<file path="src/tcg_pkg.sv">
// Shared types, constants and tables for the text cell glyph pixel renderer.
package tcg_pkg;

   localparam int GLYPH_WIDTH = 8;
   localparam int CHAR_W      = 8;
   localparam int ROW_W       = 4;
   localparam int STORE_AW    = CHAR_W + ROW_W;
   localparam int STORE_DEPTH = 1 << STORE_AW;
   localparam int ATTR_W      = 8;
   localparam int COLUMN_W    = 8;
   localparam int LINE_W      = 7;
   localparam int OFFSET_W    = 26;
   localparam int PIXEL_W     = 32;
   localparam int COUNT_W     = 3;
   localparam int PITCH_W     = 14;
   localparam int CBITS_W     = 4;
   localparam int CSHIFT_W    = 5;
   localparam int DEPTH_W     = 2;
   localparam int CHAN_W      = 8;
   localparam int CHAN_V_W    = 15;
   localparam int CSR_IDX_W   = 3;
   localparam int CSR_DATA_W  = 14;

   typedef enum logic [0:0] {
      OP_STORE  = 1'b0,
      OP_RENDER = 1'b1
   } opcode_type;

   typedef enum logic [CSR_IDX_W-1:0] {
      CSR_RED_BITS    = 3'd0,
      CSR_RED_SHIFT   = 3'd1,
      CSR_GREEN_BITS  = 3'd2,
      CSR_GREEN_SHIFT = 3'd3,
      CSR_BLUE_BITS   = 3'd4,
      CSR_BLUE_SHIFT  = 3'd5,
      CSR_PIXEL_DEPTH = 3'd6,
      CSR_LINE_PITCH  = 3'd7
   } csr_index_type;

   typedef enum logic [DEPTH_W-1:0] {
      DEPTH_2B = 2'd0,
      DEPTH_3B = 2'd1,
      DEPTH_4B = 2'd2
   } depth_type;

   typedef struct packed {
      logic [CBITS_W-1:0]  red_bits;
      logic [CSHIFT_W-1:0] red_shift;
      logic [CBITS_W-1:0]  green_bits;
      logic [CSHIFT_W-1:0] green_shift;
      logic [CBITS_W-1:0]  blue_bits;
      logic [CSHIFT_W-1:0] blue_shift;
      depth_type           pixel_depth;
      logic [PITCH_W-1:0]  line_pitch;
   } cfg_type;

   typedef struct packed {
      logic [CHAN_W-1:0] r;
      logic [CHAN_W-1:0] g;
      logic [CHAN_W-1:0] b;
   } rgb_type;

   typedef struct packed {
      logic [GLYPH_WIDTH-1:0] glyph;
      logic [ATTR_W-1:0]      attribute;
   } fetch_type;

   typedef struct packed {
      logic [OFFSET_W-1:0]    offset;
      logic [PIXEL_W-1:0]     fg;
      logic [PIXEL_W-1:0]     bg;
      logic [COUNT_W-1:0]     bytes;
      logic [GLYPH_WIDTH-1:0] glyph;
   } row_type;

   typedef struct packed {
      logic [OFFSET_W-1:0] byte_offset;
      logic [PIXEL_W-1:0]  pixel_value;
      logic [COUNT_W-1:0]  byte_count;
      logic                last_pixel;
   } pixel_type;

   function automatic int row_idx_width(input int cell_height);
      return $clog2(((1 << LINE_W) - 1) * cell_height + (1 << ROW_W));
   endfunction

   function automatic int col_px_width(input int cell_width);
      return $clog2(((1 << COLUMN_W) - 1) * cell_width + 1);
   endfunction

   function automatic rgb_type palette_rgb(input logic [3:0] idx);
      rgb_type c;
      case (idx)
         4'd0:    c = '{8'd0,   8'd0,   8'd0};
         4'd1:    c = '{8'd0,   8'd0,   8'd128};
         4'd2:    c = '{8'd0,   8'd128, 8'd0};
         4'd3:    c = '{8'd0,   8'd128, 8'd128};
         4'd4:    c = '{8'd128, 8'd0,   8'd0};
         4'd5:    c = '{8'd128, 8'd0,   8'd128};
         4'd6:    c = '{8'd128, 8'd128, 8'd0};
         4'd7:    c = '{8'd168, 8'd168, 8'd168};
         4'd8:    c = '{8'd128, 8'd128, 8'd128};
         4'd9:    c = '{8'd0,   8'd0,   8'd255};
         4'd10:   c = '{8'd0,   8'd255, 8'd0};
         4'd11:   c = '{8'd0,   8'd255, 8'd255};
         4'd12:   c = '{8'd255, 8'd0,   8'd0};
         4'd13:   c = '{8'd255, 8'd0,   8'd255};
         4'd14:   c = '{8'd255, 8'd255, 8'd0};
         default: c = '{8'd255, 8'd255, 8'd255};
      endcase
      return c;
   endfunction

   function automatic logic [COUNT_W-1:0] pixel_bytes(input depth_type d);
      logic [COUNT_W-1:0] n;
      case (d)
         DEPTH_2B: n = 3'd2;
         DEPTH_3B: n = 3'd3;
         default:  n = 3'd4;
      endcase
      return n;
   endfunction

   function automatic logic [PIXEL_W-1:0] pixel_mask(input logic [COUNT_W-1:0] n);
      logic [PIXEL_W-1:0] m;
      case (n)
         3'd2:    m = 32'h0000_ffff;
         3'd3:    m = 32'h00ff_ffff;
         default: m = 32'hffff_ffff;
      endcase
      return m;
   endfunction

endpackage

</file>
<file path="src/tcg_ifs.sv">


interface tcg_csr_if;
   logic                            valid;
   logic                            ready;
   tcg_pkg::csr_index_type          index;
   logic [tcg_pkg::CSR_DATA_W-1:0]  data;

   modport source (output valid, index, data, input ready);
   modport sink (input valid, index, data, output ready);
endinterface

</file>
<file path="src/tcg_csr.sv">
// Configuration register file for pixel format and line pitch.
module tcg_csr (
   input  logic             clock,
   input  logic             reset,
   tcg_csr_if.sink          csr,
   output tcg_pkg::cfg_type cfg
);
   import tcg_pkg::*;

   cfg_type cfg_ff;
   cfg_type cfg_in;

   assign csr.ready = 1'b1;
   assign cfg       = cfg_ff;

   always_comb begin
      cfg_in = cfg_ff;
      if (csr.valid) begin
         unique case (csr.index)
            CSR_RED_BITS:    cfg_in.red_bits    = csr.data[CBITS_W-1:0];
            CSR_RED_SHIFT:   cfg_in.red_shift   = csr.data[CSHIFT_W-1:0];
            CSR_GREEN_BITS:  cfg_in.green_bits  = csr.data[CBITS_W-1:0];
            CSR_GREEN_SHIFT: cfg_in.green_shift = csr.data[CSHIFT_W-1:0];
            CSR_BLUE_BITS:   cfg_in.blue_bits   = csr.data[CBITS_W-1:0];
            CSR_BLUE_SHIFT:  cfg_in.blue_shift  = csr.data[CSHIFT_W-1:0];
            CSR_PIXEL_DEPTH: cfg_in.pixel_depth = depth_type'(csr.data[DEPTH_W-1:0]);
            CSR_LINE_PITCH:  cfg_in.line_pitch  = csr.data[PITCH_W-1:0];
         endcase
      end
   end

   always_ff @(posedge clock) begin
      if (reset) begin
         cfg_ff.red_bits    <= 4'd8;
         cfg_ff.red_shift   <= 5'd16;
         cfg_ff.green_bits  <= 4'd8;
         cfg_ff.green_shift <= 5'd8;
         cfg_ff.blue_bits   <= 4'd8;
         cfg_ff.blue_shift  <= 5'd0;
         cfg_ff.pixel_depth <= DEPTH_4B;
         cfg_ff.line_pitch  <= 14'd4096;
      end else begin
         cfg_ff <= cfg_in;
      end
   end

endmodule

</file>
<file path="src/flat_wrapper.sv">
// flat-port wrapper written by rule: the top's interface ports become plain ports
module tcg_csr_flat import tcg_pkg::*;
  (clock, reset, cfg, csr_valid, csr_index, csr_data, csr_ready);
  tcg_csr_if csr_i ();
  input  logic clock;
  input  logic reset;
  output tcg_pkg::cfg_type cfg;
  input wire logic [$bits(csr_i.valid)-1:0] csr_valid;
  input wire logic [$bits(csr_i.index)-1:0] csr_index;
  input wire logic [$bits(csr_i.data)-1:0] csr_data;
  output wire logic [$bits(csr_i.ready)-1:0] csr_ready;
  assign csr_i.valid = csr_valid;
  assign csr_i.index = csr_index;
  assign csr_i.data = csr_data;
  assign csr_ready = csr_i.ready;
  tcg_csr u_core (.clock(clock), .reset(reset), .csr(csr_i), .cfg(cfg));
endmodule
</file>
<file path="config.mk">
export PLATFORM = sky130hd
export DESIGN_NAME = tcg_csr_flat
export DESIGN_NICKNAME = d
export VERILOG_FILES = /design/src/tcg_pkg.sv /design/src/tcg_ifs.sv /design/src/tcg_csr.sv /design/src/flat_wrapper.sv
export SDC_FILE = /design/constraint.sdc
export NUM_CORES = 1
export LEC_CHECK = 0
export ABC_AREA = 1
export BUFFER_PORTS_ARGS = -buffer_cell sky130_fd_sc_hd__buf_4
export CELL_PAD_IN_SITES_DETAIL_PLACEMENT = 1
export CELL_PAD_IN_SITES_GLOBAL_PLACEMENT = 1
export CORE_ASPECT_RATIO = 0.6
export CORE_UTILIZATION = 33
export DETAILED_ROUTE_END_ITERATION = 6
export PLACE_DENSITY_LB_ADDON = 0.1
export SYNTH_ARGS = -nofsm -noshare
export SYNTH_HDL_FRONTEND = slang
export SYNTH_SLANG_ARGS = --single-unit
</file>
<file path="constraint.sdc">
create_clock -name clock -period 1.04 [get_ports clock]
set_clock_uncertainty 0.05 [all_clocks]
set_input_delay 0 -clock clock [delete_from_list [all_inputs] [get_ports clock]]
set_output_delay 0 -clock clock [all_outputs]
set_load 0.01 [all_outputs]
</file>
* Word-level counts from Yosys, hierarchy flattened
Cells that the tools add are included.
** Word-level totals
- Register bits :: 43
- Word-level logic and storage cells :: 24
** Operators by class
- Equality and inequality tests :: 7
- Reductions and logical operators :: 9
** Operators by type and width (number)
- 2-bit AND reduction :: 8
- 3-bit == test (second input constant) :: 4
- 3-bit by 2-bit == test with 1-bit output (second input constant) :: 2
- 3-bit by 1-bit == test with 1-bit output (second input constant) :: 1
- 3-bit zero test :: 1

* Depth between registers and ports, before layout
Gate-level depths: netlist of run 1.
- Depth after elaboration :: 2
- Gate-level depth with buffers :: 6
- Gate-level depth less buffers :: 5

* Worst setup path before layout of run 1
Ideal clock, no wire load.
- Path type :: input -> register
- Start point :: input csr_valid
- End point :: register u_core.cfg_ff, in the netlist u_core.cfg[38]
- Arrival :: 557 ps
- Slack :: 303 ps
- Stages :: 6
- Buffers on the path :: 1
- Cells stage by stage :: inv_2 nor2_2 buf_6 nand2_1 nand2_1 nand3_1
** On the way
- Longest elaborated chain between the ends :: 1
** RTL lines
- start, declared :: line flat_wrapper.sv:8 : input wire logic [$bits(csr_i.valid)-1:0] csr_valid;
- 2-bit AND reduction (no source line)
- end signal, assigned :: line tcg_csr.sv:43 : cfg_ff <= cfg_in;
- end, declared :: line tcg_csr.sv:10 : cfg_type cfg_ff;
No other way between the ends.
A chain may end at the register's enable or synchronous reset.

==> key figures, run 1 <==
Worst setup path
  • Crit path max-delay family: buffers and inverters
  • WS Path Type: in2reg
  • Crit path buf inv count: 3
  • Worst Path Max Fanout: 7
  • R2R cell count: 2
  • CP Launch Type: primary input
  • Reg-to-Reg End: u_core.cfg[24]
  • R2R Setup Slk: 380 ps
  • CP Depth: 6
  • Critical path arrival: 1110 ps
  • CP Cell Sequence: dlygate4sd3_1 -> buf_4 -> clkinvlp_4 -> nand3_1 -> nand2_1 -> nor2_1
  • CP max stage cell: dlygate4sd3_1
  • Required time worst endpoint: 1220 ps
  • Slowest cell delay on critical path: 530 ps
  • R2r startpoint: u_core.cfg[24]
  • Crit path capture type: flip-flop

CTS
  • Setup Fix Bufs, Post-CTS: 0
  • Clock root buffer master: clkbuf_8
  • Clock sink total: 43
  • H-tree depth: 2
  • CTS Buffer Depth: 2
  • Clock Pin Slew Worst Setup and Hold Paths: 80 ps
  • Total CTS buffers: 5
  • Worst skew pair latency: 290 ps
  • CTS tree: yes

Yosys
  • Prevailing post-synth register cell: dfxtp_1
  • Main area contributors after synthesis: dfxtp_1, nor2_1, nand2_1
  • Synthesized area per cell: 6.828 sq um
  • Netlist cell types: 16
  • Synth Net Count: 278
  • Post-synth ARST share: 0%
  • Cell Area, Synth: 1762 sq um
  • Post-synth EDFFs: 0
  • Post-synthesis register bit count: 43
  • Post-synth top area share: 48.86%
  • Biggest area consumer among synthesized cells: dfxtp_1
  • Post-synth top cells: nor2_1, nand2_1, dfxtp_1
  • Ys Warns: 0
  • Sequential element share of the synthesized area: 48.86%
  • Cell count after synthesis: 258
  • Count leader, synth: nor2_1

Power
  • Pleak: 0.001222 uW
  • PwrDens: 1300 nW/um^2
  • Peak VDD IR: 475.4 uV

Placement
  • RD Place Congestion: 0.7854
  • Placed Instances: 385
  • I/O Buffers: 62
  • DP HPWL: 3.565 mm

Timing
  • Setup TNS Final: 0 ps
  • Final hold viol count: 0
  • Tcrit/Tclk final: 89.57%
  • Max frequency: 1.074 GHz
  • RSZ-0062 raised after global routing: no
  • Slew Limit Fails: 0
  • Setup violators final: 0
  • Min Clock Period, post-route: 931.5 ps

Floorplanning
  • Num ports: 64
  • Core area: 5105 sq um
  • Die height: 58.60 um
  • # rows: 20
  • Horizontal die dimension: 96.33 um
  • Initial core utilization: 34.51%
  • DIE AREA: 5644 sq um

Outcome
  • Status: completed

Routing
  • 1st-iter DRT viols: 69
  • Vias: 1,846
  • Post-route ant nets: 0
  • Vias per inst: 4.569
  • # DRC: 0
  • Drt first pass iters: 4
  • Wire per inst: 12.39 um
  • Total routed wirelength: 5.004 mm

Cells and area
  • P&R area growth vs syn: 45.03%
  • Ant diodes: 0
  • Filler cells: 679
  • Max FFs per register: 43
  • Layout net count: 358
  • Layout cells sized above 1: 25.44%
  • Final core occ: 50.05%
  • Layout Cells excl Fill: 404

Global route
  • Pin count of the biggest net entering global routing: 44
  • Global-route wire length before repair: 7.797 mm
  • Initial antenna violation count: 0
  • Vias in the first global route: 1,674
  • Total congestion overflow: 0
  • Total Routing Usage GR: 18.48%

Worst hold path
  • Worst hold endpoint: u_core.cfg[33]
  • Worst Hold Class: in2reg
  • Origin of the worst min-delay path: csr_index[0]
  • Hold path depth: 5

Flow run
  • Maxcap violations: 0
-- cell type report --
cell class / count / area (sq um) / share of cell area [%]
clock buffers: 6 / 82.58 / 3.232
clock inverters: 1 / 5.005 / 0.1959
repair buffers: 81 / 675.6 / 26.44
multi-input cells: 187 / 769.5 / 30.12
flip-flops and latches: 43 / 860.8 / 33.69
well taps: 66 / 82.58 / 3.232
inverters: 20 / 78.83 / 3.085
-- placed cells by master (no fill, tap or decap) --
cell type	count
nand2_1	66
nand3_1	30
clkinv_1	2
nor2_1	78
nor2_4	1
inv_2	1
conb_1	1
nand2_2	2
o21ai_0	4
clkbuf_8	6
dfxtp_1	43
inv_1	16
buf_4	66
clkinvlp_4	1
nor2_2	5
buf_12	3
dlygate4sd3_1	12
clkinv_2	1
-- logic make-up after synthesis --
family	synth area share [%]
AO/OA/AOI/OAI	1.136
buffers and inverters	7.458
flip-flops	48.86
other	0.2129
AND/OR/NAND/NOR	42.33
-- stage by stage --
stage / power, uW / hold WS [ps] / setup slack, ps / cell area (sq um)
after floorplan: 2013 / 63.22 / 303.5 / 1762
after global placement: 2242 / 175.5 / 82.32 / 2344
after detailed placement: 2251 / 183.1 / 60.54 / 2344
after CTS: 3342 / 64.37 / 37.07 / 2551
after global routing: 3469 / 92.69 / 17.60 / 2555
final: 3320 / 57.41 / 108.5 / 2555
-- how the worst max path moves through the flow --
| stage | start | to | slack [ps] |
|---|---|---|---|
| floorplan | csr_valid | u_core.cfg[38] | 300 |
| global placement | csr_index[2] | u_core.cfg[17] | 80 |
| finish | csr_data[1] | u_core.cfg[17] | 110 |
| global route | csr_data[1] | u_core.cfg[17] | 20 |
| detailed placement | csr_index[2] | u_core.cfg[17] | 60 |
| CTS | csr_data[1] | u_core.cfg[17] | 40 |
-- power breakdown --
part	total, uW	internal (uW)	switching [uW]
logic	514	241	272
clock network	1070	521	550
registers	1740	1700	31.8
total	3320	2470	854
-- routing by layer --
| layer | share of wire, % | up-vias | wire, um | GRT usage (%) |
|---|---|---|---|---|
| met5 | 0 | - | 0 | 0 |
| met3 | 5.7 | 8 | 284 | 4.393 |
| li1 | - | 941 | - | - |
| met4 | 1.1 | 0 | 56 | 6.092 |
| met1 | 53 | 847 | 2645 | 26.71 |
| met2 | 40 | 50 | 2018 | 27.05 |
-- worst reg2reg max path: cells and delay by family, from the launching register on --
family | cells | cell delay (ps)
AOI/OAI and AO/OA | 1 | 80
DFF | 1 | 320
and+or+nand+nor | 1 | 90
-- repair_timing --
| item | in CTS | in global routing |
|---|---|---|
| endpoints found under the hold margin | 15 | 0 |
| setup endpoints to repair | 0 | 2 |
| resized for setup | 0 | 1 |
| hold buffers | 12 | 0 |
Power figures use the tool's default switching activity.
==> run 2: changes to the inputs <==
- clock period: 1.04 -> 0.98 ns (I/O delays scaled with it)
==> run 2 against run 1 <==
Effect of this change:
- die area unchanged
- cell area increased by 0.39%
- clock-buffer cell count decreased by 1
- routed wire length decreased by 1.2%
- hold slack improved by 8.0 ps
- clock power about the same
- total power increased by 4.8%
==> key figures, run 2 (synthesis gave the netlist of run 1 again) <==
Flow run
  • Maxcap violations: 0 (unchanged)

Floorplanning
  • Die height: 58.60 um (unchanged)
  • Core area: 5105 sq um (unchanged)
  • Horizontal die dimension: 96.33 um (unchanged)
  • # rows: 20 (unchanged)
  • DIE AREA: 5644 sq um (unchanged)
  • Initial core utilization: 34.51% (unchanged)
  • Num ports: 64 (unchanged)

Cells and area
  • Ant diodes: 0 (unchanged)
  • Layout net count: 362 (+1.1%)
  • Most frequent cells in the layout: nor2_1, buf_4, nand2_1
  • Filler cells: 714 (+5.2%)
  • Layout cells sized above 1: 26.24% (+0.80 points)
  • Fin area: 2565 sq um (+0.39%)
  • Max FFs per register: 43 (unchanged)
  • Commonest non-fill, non-tap cell in the layout: nor2_1
  • P&R area growth vs syn: 45.60%

CTS
  • Clock root buffer master: clkbuf_8
  • H-tree depth: 2 (unchanged)
  • Clock Pin Slew Worst Setup and Hold Paths: 80 ps (about the same)
  • Gates resized, CTS repair: 0 (unchanged)
  • Total CTS buffers: 5 (unchanged)
  • Clock sink total: 43 (unchanged)
  • CTS tree: yes
  • Worst skew pair latency: 290 ps (about the same)
  • CTS Buffer Depth: 2 (unchanged)

Worst hold path
  • Origin of the worst min-delay path: csr_index[0]
  • Worst hold endpoint: u_core.cfg[33]
  • Worst Hold Class: in2reg
  • Hold path depth: 5 (unchanged)

Placement
  • DP HPWL: 3.653 mm (+2.5%)
  • Post-place instance area: 2361 sq um (+0.75%)
  • RD Place Congestion: 0.8037 (+2.3%)
  • I/O Buffers: 62 (unchanged)
  • Setup WS pre-CTS: 0.9627 ps (-59.57 ps)

Routing
  • Vias: 1,834 (-0.65%)
  • Vias per inst: 4.484 (-1.9%)
  • Met2 wire length: 2.075 mm (+2.8%)
  • Wire per inst: 12.09 um (-2.4%)
  • 1st-iter DRT viols: 56 (-19%)
  • Total routed wirelength: 4.944 mm (-1.2%)
  • # DRC: 0 (unchanged)
  • Drt first pass iters: 4 (unchanged)
  • Post-Route M1 WL: 2.488 mm (-5.9%)
  • Metal3 WL: 323 um (+14%)
  • Post-route ant nets: 0 (unchanged)
  • Uppermost layer routed: met4

Worst setup path
  • Required time worst endpoint: 930 ps (-290 ps)
  • Reg-to-Reg End: u_core.cfg[22]
  • Crit path max-delay family: flip-flops
  • WS Path Type: reg2out
  • R2R cell count: 2 (unchanged)
  • R2r startpoint: u_core.cfg[22]
  • Slowest cell delay on critical path: 370 ps (-160 ps)
  • CP Cell Sequence: buf_4
  • CP Launch Type: flip-flop
  • CP max stage cell: dfxtp_1
  • Worst Path Max Fanout: 2 (-5)
  • Crit path capture type: output port
  • R2R Setup Slk: 330 ps (-50 ps)
  • Critical path arrival: 800 ps (-310 ps)
  • Crit path buf inv count: 1 (-2)

Timing
  • Max frequency: 1.173 GHz
  • Slew Limit Fails: 0 (unchanged)
  • Setup violators final: 0 (unchanged)
  • Min Clock Period, post-route: 852.3 ps
  • WHS: 65.44 ps (+8.032 ps)
  • Setup TNS Final: 0 ps (unchanged)
  • Final hold viol count: 0 (unchanged)
  • RSZ-0062 raised after global routing: no
  • Worst setup margin: 127.7 ps (+19.25 ps)
  • Tcrit/Tclk final: 86.96%

Global route
  • Total congestion overflow: 0 (unchanged)
  • Global-route wire length before repair: 8.190 mm (+5.0%)
  • Pin count of the biggest net entering global routing: 28 (-36%)
  • Total Routing Usage GR: 19.23% (+0.75 points)
  • Initial antenna violation count: 0 (unchanged)
  • Vias in the first global route: 1,703 (+1.7%)

Outcome
  • Status: completed

Power
  • Psw: 924.6 uW (+8.2%)
  • Reg power frac: 52.9% (+0.6 points)
  • Pleak: 0.001243 uW (+1.7%)
  • Clock power frac: 31.4% (-0.9 points)
  • Switching share of power: 26.57% (+0.84 points)
  • PwrDens: 1357 nW/um^2 (+4.4%)
  • Internal power: 2556 uW (+3.6%)
  • Peak VDD IR: 520.1 uV (+9.4%)
  • Total power: 3480 uW (+4.8%)
  • Logic pwr share: 15.7% (+0.2 points)
run 2: routing by layer:
metal | GRT usage, % | vias up
met1 | 27.50 | 824
li1 | - | 951
met2 | 28.57 | 51
met4 | 5.672 | 0
met5 | 0 | -
met3 | 4.910 | 8
run 2: power by group through the flow:
stage          Sequential [uW]  Clock (uW)  Combinational (uW)
2_1_floorplan             1910           0                 230
3_3_place_gp              1880           0                 503
3_5_place_dp              1880           0                 512
4_1_cts                   1840        1130                 551
5_1_grt                   1850        1220                 610
6_report                  1840        1090                 546
run 2: cell type report:
cell class	instances	area, sq um	area share (%)
sequential	43	860.8	33.56
multi-input combinational	187	769.5	30.00
timing repair buffer	85	693.2	27.02
tap	66	82.58	3.220
inverter	20	75.07	2.927
clock buffer	5	68.82	2.683
clock inverter	3	15.01	0.5854
run 2: timing repair:
item,in CTS,in global routing
hold endpoints to repair,15,0
setup buffers,0,0
hold buffers,12,0
run 2: worst max-delay path by stage:
stage | endpoint | startpoint | cells after the start | slack [ps]
after floorplan | u_core.cfg[38] | csr_valid | 6 | 240
after global placement | u_core.cfg[18] | csr_index[2] | 6 | 50
after detailed placement | u_core.cfg[16] | csr_index[2] | 6 | 1
after CTS | cfg[14] | u_core.cfg[14] | 1 | 120
after global routing | u_core.cfg[19] | csr_data[3] | 6 | 80
final | cfg[14] | u_core.cfg[14] | 1 | 130
run 2: metrics by stage:
step	utilization (%)	instances
3_5_place_dp	46.25	389
2_1_floorplan	-	258
5_1_grt	50.25	409
3_3_place_gp	46.25	389
4_1_cts	50.25	409
6_report	50.25	409
==> run 3: changes to the inputs <==
- RECOVER_POWER: default -> 100
- REMOVE_ABC_BUFFERS: default -> 1
==> run 3 against run 2 <==
Effect of this change:
- hold slack improved by 14 ps
- clock-buffer cell count unchanged
- critical path depth unchanged
- sequential power about the same
- combinational power down 8.4%
- die area stayed put
- first-iteration DRC count grew 5.4%
- highest routed layer unchanged
==> key figures, run 3 (synthesis gave the netlist of run 1 again) <==
Cells and area
  • Commonest non-fill, non-tap cell in the layout: nor2_1
  • Ant diodes: 0 (unchanged)
  • Max FFs per register: 43 (unchanged)
  • Filler cells: 698 (-2.2%)
  • P&R area growth vs syn: 37.71%
  • Layout net count: 362 (unchanged)
  • Layout cells sized above 1: 11.40% (-15 points)
  • Layout Cells excl Fill: 408 (-0.24%)
  • Most frequent cells in the layout: nor2_1, nand2_1, clkbuf_1

CTS
  • H-tree depth: 2 (unchanged)
  • Gates resized, CTS repair: 0 (unchanged)
  • CTS Buffer Depth: 2 (unchanged)
  • Clock root buffer master: clkbuf_8
  • Worst skew pair latency: 290 ps (about the same)
  • Total CTS buffers: 5 (unchanged)
  • Clock sink total: 43 (unchanged)
  • Clock Pin Slew Worst Setup and Hold Paths: 80 ps (about the same)
  • CTS tree: yes

Routing
  • Vias per inst: 4.512 (+0.63%)
  • Total routed wirelength: 5.151 mm (+4.2%)
  • Drt first pass iters: 4 (unchanged)
  • 1st-iter DRT viols: 59 (+5.4%)
  • Wire per inst: 12.63 um (+4.4%)
  • # DRC: 0 (unchanged)
  • Post-route ant nets: 0 (unchanged)
  • Vias: 1,841 (+0.38%)

Worst setup path
  • Slowest cell delay on critical path: 360 ps (about the same)
  • CP Cell Sequence: clkbuf_1
  • Required time worst endpoint: 930 ps (about the same)
  • Crit path buf inv count: 1 (unchanged)
  • R2R Setup Slk: 320 ps (about the same)
  • R2R cell count: 2 (unchanged)
  • Crit path max-delay family: flip-flops
  • R2r startpoint: u_core.cfg[24]
  • WS Path Type: reg2out
  • Crit path capture type: output port
  • Critical path arrival: 820 ps (+20 ps)
  • CP max stage cell: dfxtp_1
  • Reg-to-Reg End: u_core.cfg[24]
  • Worst Path Max Fanout: 2 (unchanged)
  • CP Launch Type: flip-flop

Floorplanning
  • Horizontal die dimension: 96.33 um (unchanged)
  • Die height: 58.60 um (unchanged)
  • DIE AREA: 5644 sq um (unchanged)
  • Initial core utilization: 34.51% (unchanged)
  • Core area: 5105 sq um (unchanged)
  • # rows: 20 (unchanged)
  • Num ports: 64 (unchanged)

Power
  • PwrDens: 1525 nW/um^2 (+12%)
  • Pleak: 0.001058 uW (-15%)
  • Peak VDD IR: 730.4 uV (+40%)
  • Total power: 3699 uW (+6.3%)

Timing
  • RSZ-0062 raised after global routing: no
  • Min Clock Period, post-route: 870.1 ps (+17.88 ps)
  • Slew Limit Fails: 0 (unchanged)
  • Tcrit/Tclk final: 88.79% (+1.8 points)
  • Final hold viol count: 0 (unchanged)
  • Setup TNS Final: 0 ps (unchanged)
  • Max frequency: 1.149 GHz (-2.1%)
  • Setup violators final: 0 (unchanged)

Global route
  • Global-route wire length before repair: 8.514 mm (+4.0%)
  • Total congestion overflow: 0 (unchanged)
  • Vias in the first global route: 1,763 (+3.5%)
  • Initial antenna violation count: 0 (unchanged)
  • Pin count of the biggest net entering global routing: 44 (+57%)
  • Total Routing Usage GR: 20.27% (+1.0 points)

Outcome
  • Status: completed

Worst hold path
  • Hold path depth: 5 (unchanged)
  • Worst hold endpoint: u_core.cfg[33]
  • Worst Hold Class: in2reg
  • Origin of the worst min-delay path: csr_index[0]

Flow run
  • Maxcap violations: 0 (unchanged)

Placement
  • I/O Buffers: 62 (unchanged)
  • DP HPWL: 3.621 mm (-0.87%)
  • RD Place Congestion: 0.7742 (-3.7%)
  • Placed Instances: 389 (unchanged)
==> run 3: cell count changes in the layout (fill, tap and decap cells not counted), sizes merged <==
| cell | delta |
|---|---|
| clkbuf | +50 |
| bufinv | +1 |
| buf | -50 |
| clkinv | -3 |
| clkinvlp | +1 |
==> run 3: metal layers <==
metal  up-vias  track usage [%]  share of wire, %
li1        950                -                 -
met5         -                0                 0
met2        44            32.42                43
met3         5            5.297               6.0
met4         0            5.042              0.62
met1       842            27.45                50
==> run 3: report_power, final <==
part / internal (uW) / switching [uW] / leakage (uW)
Combinational: 209 / 291 / 0.000658
Clock: 745 / 616 / 0.0000502
Sequential: 1810 / 31.3 / 0.000350
Total: 2760 / 938 / 0.00106
==> run 3: stage by stage <==
stage / setup WS, ps / cell area (sq um) / utilization (%) / hold slack (ps)
floorplan: -64.14 / 1705 / - / 63.22
CTS: 128.9 / 2613 / 51.18 / 52.13
finish: 109.9 / 2426 / 47.52 / 79.94
global route: 56.00 / 2426 / 47.52 / 132.1
detailed placement: -46.51 / 2386 / 46.74 / 168.9
global placement: 28.69 / 2386 / 46.74 / 169.3
==> run 3: final cells by class <==
cell class                      instances  area (sq um)  share of cell area, %
Inverter                               20         75.07                  3.094
Tap cell                               66         82.58                  3.404
Clock buffer                            5         68.82                  2.837
Timing Repair Buffer                   85         534.3                  22.02
Clock inverter                          2         37.54                  1.547
Sequential cell                        43         860.8                  35.48
Multi-Input combinational cell        187         767.0                  31.61
==> run 3: repair_timing <==
action                    4_1_cts  5_1_grt
hold endpoints to repair       15        0
buffers inserted                0        0
hold buffers                   12        0
==> run 3: tightest hold or removal path: cells and delay by family <==
family	cells	cell delay (ps)
buffers and inverters	1	110
AND/OR/NAND/NOR	4	290
==> run 3: how the worst max path moves through the flow <==
stage | start | endpoint | slack, ps | cells past startpoint
floorplan | reset | u_core.cfg[0] | -60 | 3
global placement | csr_index[2] | u_core.cfg[14] | 30 | 6
detailed placement | csr_index[2] | u_core.cfg[19] | -50 | 6
CTS | u_core.cfg[40] | cfg[40] | 130 | 1
global route | u_core.cfg[11] | cfg[11] | 60 | 1
finish | u_core.cfg[14] | cfg[14] | 110 | 1
